$ cat config.mk
export PLATFORM = sky130hd
export DESIGN_NAME = rgb_pixel_point_operations_top
export DESIGN_NICKNAME = d
export VERILOG_FILES = /design/src/hw/rtl/rpp_pkg.sv /design/src/hw/rtl/rgb_pixel_point_operations_top.sv /design/src/hw/rtl/rpp_cfg_regs.sv /design/src/hw/rtl/rpp_pixel_op.sv
export SDC_FILE = /design/constraint.sdc
export NUM_CORES = 2
export LEC_CHECK = 0
export BUFFER_PORTS_ARGS = -buffer_cell sky130_fd_sc_hd__buf_4
export CORE_ASPECT_RATIO = 1.5
export CORE_MARGIN = 2
export CORE_UTILIZATION = 57
export DETAILED_ROUTE_END_ITERATION = 10
export PLACE_DENSITY = 0.76
export SYNTH_ARGS = -nofsm -noshare
export SYNTH_HDL_FRONTEND = slang
export SYNTH_SLANG_ARGS = --single-unit
export TNS_END_PERCENT = 50
$ cat constraint.sdc
create_clock -name i_clk -period 6.73 [get_ports i_clk]
set_input_delay 0.3365 -clock i_clk [delete_from_list [all_inputs] [get_ports i_clk]]
set_output_delay 0.3365 -clock i_clk [all_outputs]
set_load 0.1 [all_outputs]
$ cat src/hw/rtl/rpp_pkg.sv
package rpp_pkg;

    localparam int PIX_W      = 8;
    localparam int GAIN_W     = 16;
    localparam int MODE_W     = 4;
    localparam int CFG_IDX_W  = 3;
    localparam int CFG_DATA_W = 16;

    localparam logic [MODE_W-1:0] MODE_PASS     = 4'd0;
    localparam logic [MODE_W-1:0] MODE_RED_ONLY = 4'd1;
    localparam logic [MODE_W-1:0] MODE_GRAY     = 4'd2;
    localparam logic [MODE_W-1:0] MODE_BW       = 4'd3;
    localparam logic [MODE_W-1:0] MODE_BRIGHT   = 4'd4;
    localparam logic [MODE_W-1:0] MODE_CONTRAST = 4'd5;
    localparam logic [MODE_W-1:0] MODE_PROTAN   = 4'd6;
    localparam logic [MODE_W-1:0] MODE_TRITAN   = 4'd7;
    localparam logic [MODE_W-1:0] MODE_DEUTAN   = 4'd8;
    localparam logic [MODE_W-1:0] MODE_ROTATE   = 4'd9;

    localparam logic [CFG_IDX_W-1:0] REG_OP_MODE       = 3'd0;
    localparam logic [CFG_IDX_W-1:0] REG_BRIGHT_GAIN   = 3'd1;
    localparam logic [CFG_IDX_W-1:0] REG_CONTRAST_GAIN = 3'd2;
    localparam logic [CFG_IDX_W-1:0] REG_BW_THRESHOLD  = 3'd3;

    localparam logic [MODE_W-1:0] RST_OP_MODE       = MODE_PASS;
    localparam logic [GAIN_W-1:0] RST_BRIGHT_GAIN   = 16'd256;
    localparam logic [GAIN_W-1:0] RST_CONTRAST_GAIN = 16'd256;
    localparam logic [PIX_W-1:0]  RST_BW_THRESHOLD  = 8'd170;

    typedef struct packed {
        logic [MODE_W-1:0] op_mode;
        logic [GAIN_W-1:0] bright_gain;
        logic [GAIN_W-1:0] contrast_gain;
        logic [PIX_W-1:0]  bw_threshold;
    } t_cfg;

    typedef struct packed {
        logic [PIX_W-1:0] red;
        logic [PIX_W-1:0] green;
        logic [PIX_W-1:0] blue;
        logic             last;
    } t_pixel;

endpackage

$ cat src/hw/rtl/rgb_pixel_point_operations_top.sv
// RGB pixel point-operation unit.
// Request channel: drive the pixel on i_red_in, i_green_in, i_blue_in and
// i_last_pixel_in with start high; the request is taken at a rising edge where
// start is high and busy is low. A new request may be taken every cycle.
// Result channel: o_done is high for exactly one cycle with the processed pixel
// on o_red_out, o_green_out, o_blue_out and o_last_pixel_out. The receiver
// cannot stall; a result must be captured in its strobe cycle.
// A request goes through the input register and the result register to o_done.
// Throughput: 1 pixel per clock; one combinational pass with three multipliers
// per gain mode (8x16 bright, 9x17 signed contrast) between the two registers.
// Configuration: i_cfg_we with i_cfg_idx (0 op_mode, 1 bright_gain,
// 2 contrast_gain, 3 bw_threshold) and i_cfg_data; write only while idle.
// Other indexes are ignored.
// Reset (i_rst_n low, synchronous): cfg registers go to defaults, the pipeline
// is emptied and busy is held high until the cycle after reset is released.
module rgb_pixel_point_operations_top (
    input  logic                          i_clk,
    input  logic                          i_rst_n,
    input  logic                          start,
    output logic                          busy,
    input  logic [rpp_pkg::PIX_W-1:0]      i_red_in,
    input  logic [rpp_pkg::PIX_W-1:0]      i_green_in,
    input  logic [rpp_pkg::PIX_W-1:0]      i_blue_in,
    input  logic                          i_last_pixel_in,
    output logic                          o_done,
    output logic [rpp_pkg::PIX_W-1:0]      o_red_out,
    output logic [rpp_pkg::PIX_W-1:0]      o_green_out,
    output logic [rpp_pkg::PIX_W-1:0]      o_blue_out,
    output logic                          o_last_pixel_out,
    input  logic                          i_cfg_we,
    input  logic [rpp_pkg::CFG_IDX_W-1:0]  i_cfg_idx,
    input  logic [rpp_pkg::CFG_DATA_W-1:0] i_cfg_data
);
    import rpp_pkg::*;

    t_cfg   cfg;
    t_pixel in_px;
    t_pixel out_px;
    logic   req_acc;
    logic   r_busy;

    always_ff @(posedge i_clk) begin
        if (!i_rst_n) begin
            r_busy <= 1'b1;
        end else begin
            r_busy <= 1'b0;
        end
    end

    assign busy    = r_busy;
    assign req_acc = start && !r_busy;

    assign in_px.red   = i_red_in;
    assign in_px.green = i_green_in;
    assign in_px.blue  = i_blue_in;
    assign in_px.last  = i_last_pixel_in;

    rpp_cfg_regs u_cfg_regs (
        .i_clk      (i_clk),
        .i_rst_n    (i_rst_n),
        .i_cfg_we   (i_cfg_we),
        .i_cfg_idx  (i_cfg_idx),
        .i_cfg_data (i_cfg_data),
        .o_cfg      (cfg)
    );

    rpp_pixel_op u_pixel_op (
        .i_clk   (i_clk),
        .i_rst_n (i_rst_n),
        .i_cfg   (cfg),
        .i_vld   (req_acc),
        .i_px    (in_px),
        .o_vld   (o_done),
        .o_px    (out_px)
    );

    assign o_red_out        = out_px.red;
    assign o_green_out      = out_px.green;
    assign o_blue_out       = out_px.blue;
    assign o_last_pixel_out = out_px.last;

`ifndef SYNTHESIS
    a_req_to_done: assert property (@(posedge i_clk) disable iff (!i_rst_n)
        (start && !busy) |-> ##2 o_done)
        else $error("request did not produce a result two cycles later");
    a_done_has_req: assert property (@(posedge i_clk) disable iff (!i_rst_n)
        o_done |-> $past(start && !busy, 2))
        else $error("result without a matching request");
    a_last_copied: assert property (@(posedge i_clk) disable iff (!i_rst_n)
        o_done |-> (o_last_pixel_out == $past(i_last_pixel_in, 2)))
        else $error("last pixel mark not carried through");
`endif

endmodule

$ cat src/hw/rtl/rpp_cfg_regs.sv
module rpp_cfg_regs (
    input  logic                          i_clk,
    input  logic                          i_rst_n,
    input  logic                          i_cfg_we,
    input  logic [rpp_pkg::CFG_IDX_W-1:0]  i_cfg_idx,
    input  logic [rpp_pkg::CFG_DATA_W-1:0] i_cfg_data,
    output rpp_pkg::t_cfg                 o_cfg
);
    import rpp_pkg::*;

    t_cfg r_cfg;

    always_ff @(posedge i_clk) begin
        if (!i_rst_n) begin
            r_cfg.op_mode       <= RST_OP_MODE;
            r_cfg.bright_gain   <= RST_BRIGHT_GAIN;
            r_cfg.contrast_gain <= RST_CONTRAST_GAIN;
            r_cfg.bw_threshold  <= RST_BW_THRESHOLD;
        end else if (i_cfg_we) begin
            unique case (i_cfg_idx)
                REG_OP_MODE:       r_cfg.op_mode       <= i_cfg_data[MODE_W-1:0];
                REG_BRIGHT_GAIN:   r_cfg.bright_gain   <= i_cfg_data[GAIN_W-1:0];
                REG_CONTRAST_GAIN: r_cfg.contrast_gain <= i_cfg_data[GAIN_W-1:0];
                REG_BW_THRESHOLD:  r_cfg.bw_threshold  <= i_cfg_data[PIX_W-1:0];
                default: ;
            endcase
        end
    end

    assign o_cfg = r_cfg;

endmodule

$ cat src/hw/rtl/rpp_pixel_op.sv
module rpp_pixel_op (
    input  logic            i_clk,
    input  logic            i_rst_n,
    input  rpp_pkg::t_cfg   i_cfg,
    input  logic            i_vld,
    input  rpp_pkg::t_pixel i_px,
    output logic            o_vld,
    output rpp_pkg::t_pixel o_px
);
    import rpp_pkg::*;

    logic   r_in_vld;
    t_pixel r_in_px;
    logic   r_out_vld;
    t_pixel r_out_px;
    t_pixel n_out_px;

    logic [PIX_W+1:0]   sum;
    logic [PIX_W+1:0]   thr_x3;
    logic [PIX_W+12:0]  gray_prod;
    logic [PIX_W-1:0]   gray;
    logic               is_red;
    logic               is_green;
    logic               is_blue;
    logic               is_yellow;

    function automatic logic [PIX_W-1:0] bright_one(
        input logic [PIX_W-1:0]  c,
        input logic [GAIN_W-1:0] gain
    );
        logic [PIX_W+GAIN_W-1:0] p;
        p = c * gain;
        if (|p[PIX_W+GAIN_W-1:2*PIX_W]) begin
            return 8'd255;
        end
        return p[2*PIX_W-1:PIX_W];
    endfunction

    function automatic logic [PIX_W-1:0] contrast_one(
        input logic [PIX_W-1:0]  c,
        input logic [GAIN_W-1:0] gain
    );
        logic signed [PIX_W:0]          d;
        logic signed [PIX_W+GAIN_W+1:0] p;
        logic signed [GAIN_W+1:0]       q;
        d = $signed({1'b0, c}) - 9'sd128;
        p = d * $signed({1'b0, gain});
        q = p[PIX_W+GAIN_W+1:PIX_W] + 18'sd128;
        if (q < 18'sd0) begin
            return 8'd0;
        end
        if (q > 18'sd255) begin
            return 8'd255;
        end
        return q[PIX_W-1:0];
    endfunction

    always_comb begin
        sum       = {2'b00, r_in_px.red} + {2'b00, r_in_px.green} + {2'b00, r_in_px.blue};
        thr_x3    = {2'b00, i_cfg.bw_threshold} + {1'b0, i_cfg.bw_threshold, 1'b0};
        // floor(sum/3) as sum*683 >> 11, exact for sum <= 765
        gray_prod = {11'd0, sum} * 21'd683;
        gray      = gray_prod[PIX_W+10:11];
        is_red    = (r_in_px.red == 8'd255) && (r_in_px.green == 8'd0)
                    && (r_in_px.blue == 8'd0);
        is_green  = (r_in_px.red == 8'd0) && (r_in_px.green == 8'd255)
                    && (r_in_px.blue == 8'd0);
        is_blue   = (r_in_px.red == 8'd0) && (r_in_px.green == 8'd0)
                    && (r_in_px.blue == 8'd255);
        is_yellow = (r_in_px.red == 8'd255) && (r_in_px.green == 8'd255)
                    && (r_in_px.blue == 8'd0);

        n_out_px = r_in_px;
        case (i_cfg.op_mode)
            MODE_RED_ONLY: begin
                n_out_px.green = 8'd0;
                n_out_px.blue  = 8'd0;
            end
            MODE_GRAY: begin
                n_out_px.red   = gray;
                n_out_px.green = gray;
                n_out_px.blue  = gray;
            end
            MODE_BW: begin
                n_out_px.red   = (sum >= thr_x3) ? 8'd255 : 8'd0;
                n_out_px.green = (sum >= thr_x3) ? 8'd255 : 8'd0;
                n_out_px.blue  = (sum >= thr_x3) ? 8'd255 : 8'd0;
            end
            MODE_BRIGHT: begin
                n_out_px.red   = bright_one(r_in_px.red, i_cfg.bright_gain);
                n_out_px.green = bright_one(r_in_px.green, i_cfg.bright_gain);
                n_out_px.blue  = bright_one(r_in_px.blue, i_cfg.bright_gain);
            end
            MODE_CONTRAST: begin
                n_out_px.red   = contrast_one(r_in_px.red, i_cfg.contrast_gain);
                n_out_px.green = contrast_one(r_in_px.green, i_cfg.contrast_gain);
                n_out_px.blue  = contrast_one(r_in_px.blue, i_cfg.contrast_gain);
            end
            MODE_PROTAN: begin
                if (is_red) begin
                    {n_out_px.red, n_out_px.green, n_out_px.blue} = {8'd107, 8'd92, 8'd11};
                end else if (is_blue) begin
                    {n_out_px.red, n_out_px.green, n_out_px.blue} = {8'd0, 8'd56, 8'd253};
                end else if (is_green) begin
                    {n_out_px.red, n_out_px.green, n_out_px.blue} = {8'd254, 8'd237, 8'd1};
                end
            end
            MODE_TRITAN: begin
                if (is_red) begin
                    {n_out_px.red, n_out_px.green, n_out_px.blue} = {8'd255, 8'd0, 8'd78};
                end else if (is_blue) begin
                    {n_out_px.red, n_out_px.green, n_out_px.blue} = {8'd0, 8'd98, 8'd137};
                end else if (is_green) begin
                    {n_out_px.red, n_out_px.green, n_out_px.blue} = {8'd121, 8'd233, 8'd255};
                end
            end
            MODE_DEUTAN: begin
                if (is_red) begin
                    {n_out_px.red, n_out_px.green, n_out_px.blue} = {8'd165, 8'd139, 8'd0};
                end else if (is_blue) begin
                    {n_out_px.red, n_out_px.green, n_out_px.blue} = {8'd0, 8'd86, 8'd253};
                end else if (is_green) begin
                    {n_out_px.red, n_out_px.green, n_out_px.blue} = {8'd241, 8'd209, 8'd49};
                end
            end
            MODE_ROTATE: begin
                if (is_red) begin
                    {n_out_px.red, n_out_px.green, n_out_px.blue} = {8'd0, 8'd255, 8'd0};
                end else if (is_green) begin
                    {n_out_px.red, n_out_px.green, n_out_px.blue} = {8'd0, 8'd0, 8'd255};
                end else if (is_blue) begin
                    {n_out_px.red, n_out_px.green, n_out_px.blue} = {8'd255, 8'd0, 8'd0};
                end else if (is_yellow) begin
                    {n_out_px.red, n_out_px.green, n_out_px.blue} = {8'd102, 8'd204, 8'd255};
                end
            end
            default: ;
        endcase
    end

    always_ff @(posedge i_clk) begin
        if (!i_rst_n) begin
            r_in_vld  <= 1'b0;
            r_out_vld <= 1'b0;
        end else begin
            r_in_vld  <= i_vld;
            r_out_vld <= r_in_vld;
        end
    end

    always_ff @(posedge i_clk) begin
        r_in_px  <= i_px;
        r_out_px <= n_out_px;
    end

    assign o_vld = r_out_vld;
    assign o_px  = r_out_px;

`ifndef SYNTHESIS
    a_gray_equal: assert property (@(posedge i_clk) disable iff (!i_rst_n)
        (r_out_vld && i_cfg.op_mode == MODE_GRAY) |->
        (r_out_px.red == r_out_px.green && r_out_px.green == r_out_px.blue))
        else $error("gray result components differ");
    a_bw_levels: assert property (@(posedge i_clk) disable iff (!i_rst_n)
        (r_out_vld && i_cfg.op_mode == MODE_BW) |->
        ((r_out_px.red == 8'd0 || r_out_px.red == 8'd255)
         && r_out_px.red == r_out_px.green && r_out_px.green == r_out_px.blue))
        else $error("black white result not pure black or white");
`endif

endmodule

-- After elaboration in Yosys (flattened, before gate mapping)
Index checks and enable logic that the tools add are counted.
- $add $sub $neg: 9
- muxes and demuxes: 56
- multiply operators: 7
- equality and inequality tests: 15
- $lt $le $gt $ge: 7
- reduce and logical (&&, ||, !) cells: 21
- operators with widths (cell ; count):
    two-way mux 24 bit ; 13
    two-way mux 8 bit ; 19
    one-hot mux 16 bit (9 select lines) ; 1
    multiplier 9 x 17 -> 26 bit ; 3
    multiplier 8 x 16 -> 24 bit ; 3
    one-hot mux 8 bit (8 select lines) ; 1
    adder 18 x 8 -> 18 bit, second input constant ; 3
    greater-than comparator 18 x 9 -> 1 bit, second input constant ; 3
    < comparator 18 x 1 -> 1 bit, second input constant ; 3
    subtractor 8 x 8 -> 9 bit, second input constant ; 3
    == test 8 bit, second input constant ; 3
    zero test 8 bit ; 3
    OR reduction 8 bit ; 3
    two-way mux 1 bit ; 22
    multiplier 10 x 10 -> 19 bit, second input constant ; 1
    == test 4 x 3 -> 1 bit, second input constant ; 4
    adder 10 x 8 -> 10 bit ; 1
    adder 8 x 9 -> 10 bit ; 1
    >= comparator 10 bit ; 1
    adder 8 x 8 -> 9 bit ; 1
    logical AND 1 bit ; 9
    == test 4 x 2 -> 1 bit, second input constant ; 2
    == test 4 bit, second input constant ; 2
    AND reduction 2 bit ; 4
    5 further kinds ; 6
- input bits: 48
- output and inout port bits: 27
- logic and storage cells: 130
- register bits after elaboration: 97

-- Logic depth before layout (Yosys ltp)
- word-level depth: 11
- depth in mapped cells: 31
- mapped depth without buffers: 31

-- Modules after synthesis
A second synthesis with hierarchy kept.
- cells, all modules: 3881
- area, all modules: 33458.3 um2
- modules (own cells, without submodules) (module ; cells an instance ; times used ; area each (um2) ; sequential area each (um2)):
    rpp_pixel_op ; 3709 ; 1 ; 31705.4 ; 1041.0
    rpp_cfg_regs ; 169 ; 1 ; 1715.4 ; 880.8
    rgb_pixel_point_operations_top ; 3 ; 1 ; 37.5 ; 20.0

-- Worst setup path after synthesis
Ideal clock, no wire load.
- kind: reg-to-reg
- start: register u_pixel_op.r_in_px[9] in the netlist's numbering
- end: register u_pixel_op.r_out_px, in the netlist u_pixel_op.o_px[16]
- slack: -0.707 ns
- period minus slack after synthesis: 7.437 ns
- arrival time: 7.316 ns
- path buffers: 0
- required time: 6.609 ns
- library setup time: 0.121 ns
- stages on the path, launching flop included: 30
- path through: dfxtp_1 ha_1 fa_1 xor2_1 ha_1 nor2b_1 o21ai_0 nand2b_1 a21o_1 a21o_1 a21o_1 a21o_1 xnor2_1 ha_1 ha_1 fa_1 fa_1 fa_1 ha_1 and4_1 a221o_1 a211oi_1 o21a_1 a211oi_1 or3_1 a21o_1 a31oi_1 nand3_1 o32ai_1 nor2_1
- RTL lines (element ; line ; RTL):
    start: declaration ; rpp_pixel_op.sv:13 ; t_pixel r_in_px;
    start signal: assignment ; rpp_pixel_op.sv:152 ; r_in_px <= i_px;
    end signal: assignment ; rpp_pixel_op.sv:153 ; r_out_px <= n_out_px;
    end: declaration ; rpp_pixel_op.sv:15 ; t_pixel r_out_px;

==> metrics.yaml <==
run_status: "finished, violations left"
violations: "negative setup slack"
grt.met1_usage: 0.372
final_layout_size_suffix_gt1_frac: 0.151
standard_cell_core_area_mm2: 0.0578
ios: 75
final.fill_count: 4824
groute.usage.overall: 0.346
globalRouteOverflowTotal: 0
final_net_count: 5202
port-buffer-count: 74
cts_hold_buffers: 0
syn_std_cell_area_mm2: 0.0333
timing.final.crit_period_ns: 7.16
element_type_at_the_critical_path_start: "flop"
maxCapViolCount: 0
postLayoutSetupSlackWorst_ns: -0.434
clk_root_buffer_cell: "sky130_fd_sc_hd__clkbuf_16"
synth_top_flop_cell: "sky130_fd_sc_hd__dfxtp_1"
cts.sink_count: 97
register_area_mm2: 0.00197
worst-path-max-fanout: 2
numCtsBuffers: 9
r2r_setup_slack_ns: -0.43
synth.net_count: 4954
grt_first_pass_wirelength_mm: 163
setup_viol: 23
gr-max-usage-layer: "met2"
multiInputGateArea_mm2: 0.0288
timing.final.hold_violations: 0
cp-end-kind: "flop"
synth-async-reset-ratio: 0
post_route_clock_period_utilization: 1.06
die_outline_area_mm2: 0.0604
ant_nets: 0
min_path_cells: 1
ys_ff_latch: 97
ys_types: 96
worst_ir_drop_vdd_mv: 0.658
vias: 29000
clk_pin_slew_worst_paths_ns: 0.09
pd_cells_mw_per_mm2: 239
chipWidth_um: 201
critical_path.max_stage_delay_ns: 0.54
dieHeight_um: 300
global_route.usage.met3: 0.0504
vias_per_cell: 5.85
detail_route.first_pass.iterations: 6
clock_latency_ns: 0.39
first_global_vias: 31000
synth.top_cells.by_count: "sky130_fd_sc_hd__inv_1, sky130_fd_sc_hd__fa_1, sky130_fd_sc_hd__nand2_1"
clock_tree.htree_level_count: 3
max_freq_mhz: 140
critical_path_required_ns: 7.01
layout-area-overhead-vs-synth_pct: 14.4
worst_hold_path_type: "input port to flop"
number_of_cells_produced_by_synthesis: 3929
floorplan.initialDensity: 0.576
worst-r2r-cell-count: 34
drcViolationCount: 0
timing.critical_path.max_delay_family: "adder cells"
grt_util_met2: 0.603
synth.yosys.warnings: 0
seq_area_frac_synth: 0.0583
cpMostUsedCell: "sky130_fd_sc_hd__buf_4"
synth.top_cells.by_area: "sky130_fd_sc_hd__fa_1, sky130_fd_sc_hd__ha_1, sky130_fd_sc_hd__and2_1, sky130_fd_sc_hd__inv_1, sky130_fd_sc_hd__dfxtp_1"
setup_repair_after_global_routing_missed_its_margin: "true"
timing_max_transition_violations_final: 0
p_leak_nw: 19.0
grt_start_max_net_pins: 41
tns_ns: -5.92
synthMostInstantiatedCell: "sky130_fd_sc_hd__inv_1"
totalWireLength_mm: 101
wire_per_inst_um: 20.4
core.rowCount: 108
timing.critical_path.arrival_ns: 7.44
hold_sp: "i_last_pixel_in"
post_synth_edffs: 0
critPathBufInv: 10
crit-reg2reg-capture: "u_pixel_op.o_px[16]$_DFF_P_"
gp_congestion: 1.06
power.total_mw: 9.12
ctsLongestPathBuffers: 2
netlist.area_leader.share: 0.341
cts_tree: "built"
worst-slew-pin-transition_ns: 1.13
syn_avg_cell_area_um2: 8.47
timing.setup.critical_path_class: "flop to flop"
grt_antenna_before_repair: 5
worst_max_slew_margin_expressed_relative_to_the_limit: 0.249
crit_path_top_delay_cell: "sky130_fd_sc_hd__fa_2"
worst_clock_skew_ns: 0.0205
whs_endpoint: "u_pixel_op.n_out_px[0]$_DFF_P_"
place_hpwl_mm: 82.5
drt_first_iter_violations: 1936
timing.rr.start: "u_pixel_op.r_in_px[9]$_DFF_P_"
yosysTopAreaCell: "sky130_fd_sc_hd__fa_1"
==> sequential cells by signal, indices dropped and copies added (netlist names) <==
signal               count
u_cfg_regs.o_cfg        44
u_pixel_op.o_px         25
u_pixel_op.r_in_px      24
busy                     1
u_pixel_op.n_out_px      1
u_pixel_op.o_vld         1
u_pixel_op.r_in_vld      1
==> cell families after synthesis <==
kind of cell	count (synthesis)	synth area share
xor gates and xnor gates	122	0.0321
AOI/OAI and AO/OA	532	0.108
and+or+nand+nor	1387	0.210
muxes	15	0.00504
DFF	97	0.0583
adders and majority gates	977	0.495
buffers and inverters	799	0.0907
==> worst reg2reg max path, delay by kind of cell, from the launching register on <==
family          cells  cell delay (ns)
compound gates      8             1.28
xor+xnor            1             0.19
fa+ha+maj           9             3.26
buf+inv            10             1.02
flops               1             0.36
simple gates        6             0.95
==> routing by layer <==
layer,vias up,share of wire
met5,-,0.00066
met1,14400,0.34
met2,1104,0.49
met4,10,0.10
li1,13100,-
met3,421,0.064
==> metrics by stage <==
| stage | hold WS (ns) | instance area (um^2) | worst slack [ns] | util | instances |
|---|---|---|---|---|---|
| after floorplan | 0.310 | 33600 | -0.306 | - | 3929 |
| after global placement | 0.309 | 37100 | -0.631 | 0.641 | 4912 |
| after detailed placement | 0.315 | 37100 | -0.693 | 0.641 | 4912 |
| after CTS | 0.0309 | 37600 | -0.614 | 0.650 | 4939 |
| after global routing | 0.0359 | 38100 | -0.707 | 0.659 | 4952 |
| final | 0.0376 | 38100 | -0.434 | 0.659 | 4953 |
==> timing repair <==
item	CTS	global route
buffers inserted	11	15
resized for setup	36	82
pin swaps	38	54
setup endpoints to repair	24	24
==> report_power, final <==
| group | switching [mW] | internal [mW] |
|---|---|---|
| combinational | 4.07 | 3.79 |
| sequential | 0.0500 | 0.609 |
| clock | 0.292 | 0.303 |
==> worst max-delay path by stage <==
stage | startpoint | end | slack (ns) | depth (start not counted)
after detailed placement | u_pixel_op.r_in_px[9]$_DFF_P_ | u_pixel_op.o_px[16]$_DFF_P_ | -0.69 | 32
after floorplan | u_pixel_op.r_in_px[9]$_DFF_P_ | u_pixel_op.o_px[16]$_DFF_P_ | -0.31 | 29
after CTS | u_pixel_op.r_in_px[9]$_DFF_P_ | u_pixel_op.o_px[16]$_DFF_P_ | -0.61 | 31
final | u_pixel_op.r_in_px[9]$_DFF_P_ | u_pixel_op.o_px[16]$_DFF_P_ | -0.43 | 34
after global placement | u_pixel_op.r_in_px[9]$_DFF_P_ | u_pixel_op.o_px[16]$_DFF_P_ | -0.63 | 32
after global routing | u_pixel_op.r_in_px[9]$_DFF_P_ | u_pixel_op.o_px[16]$_DFF_P_ | -0.71 | 34
==> layout make-up <==
type | instances | share of cell area
clock buffers | 9 | 0.00591
clock inverters | 7 | 0.00296
well taps | 770 | 0.0253
flip-flops and latches | 97 | 0.0518
diodes | 1 | 0.0000657
multi-input cells | 3033 | 0.757
inverters | 572 | 0.0564
repair buffers | 464 | 0.100
==> placed cells by master (no fill, tap or decap), types with 45 or more instances in the layout <==
cell type	synthesis	routed
sky130_fd_sc_hd__and2_1	404	402
sky130_fd_sc_hd__nor2_1	176	176
sky130_fd_sc_hd__inv_1	572	565
sky130_fd_sc_hd__a21oi_1	164	153
sky130_fd_sc_hd__nand2_1	495	490
sky130_fd_sc_hd__dfxtp_1	97	80
sky130_fd_sc_hd__o21ai_0	72	70
sky130_fd_sc_hd__xor2_1	46	45
sky130_fd_sc_hd__nor2b_1	60	60
sky130_fd_sc_hd__nor3_1	48	46
sky130_fd_sc_hd__buf_4	3	425
sky130_fd_sc_hd__fa_1	567	566
sky130_fd_sc_hd__ha_1	410	398
sky130_fd_sc_hd__xnor2_1	76	73
Power figures use the tool's default switching activity.
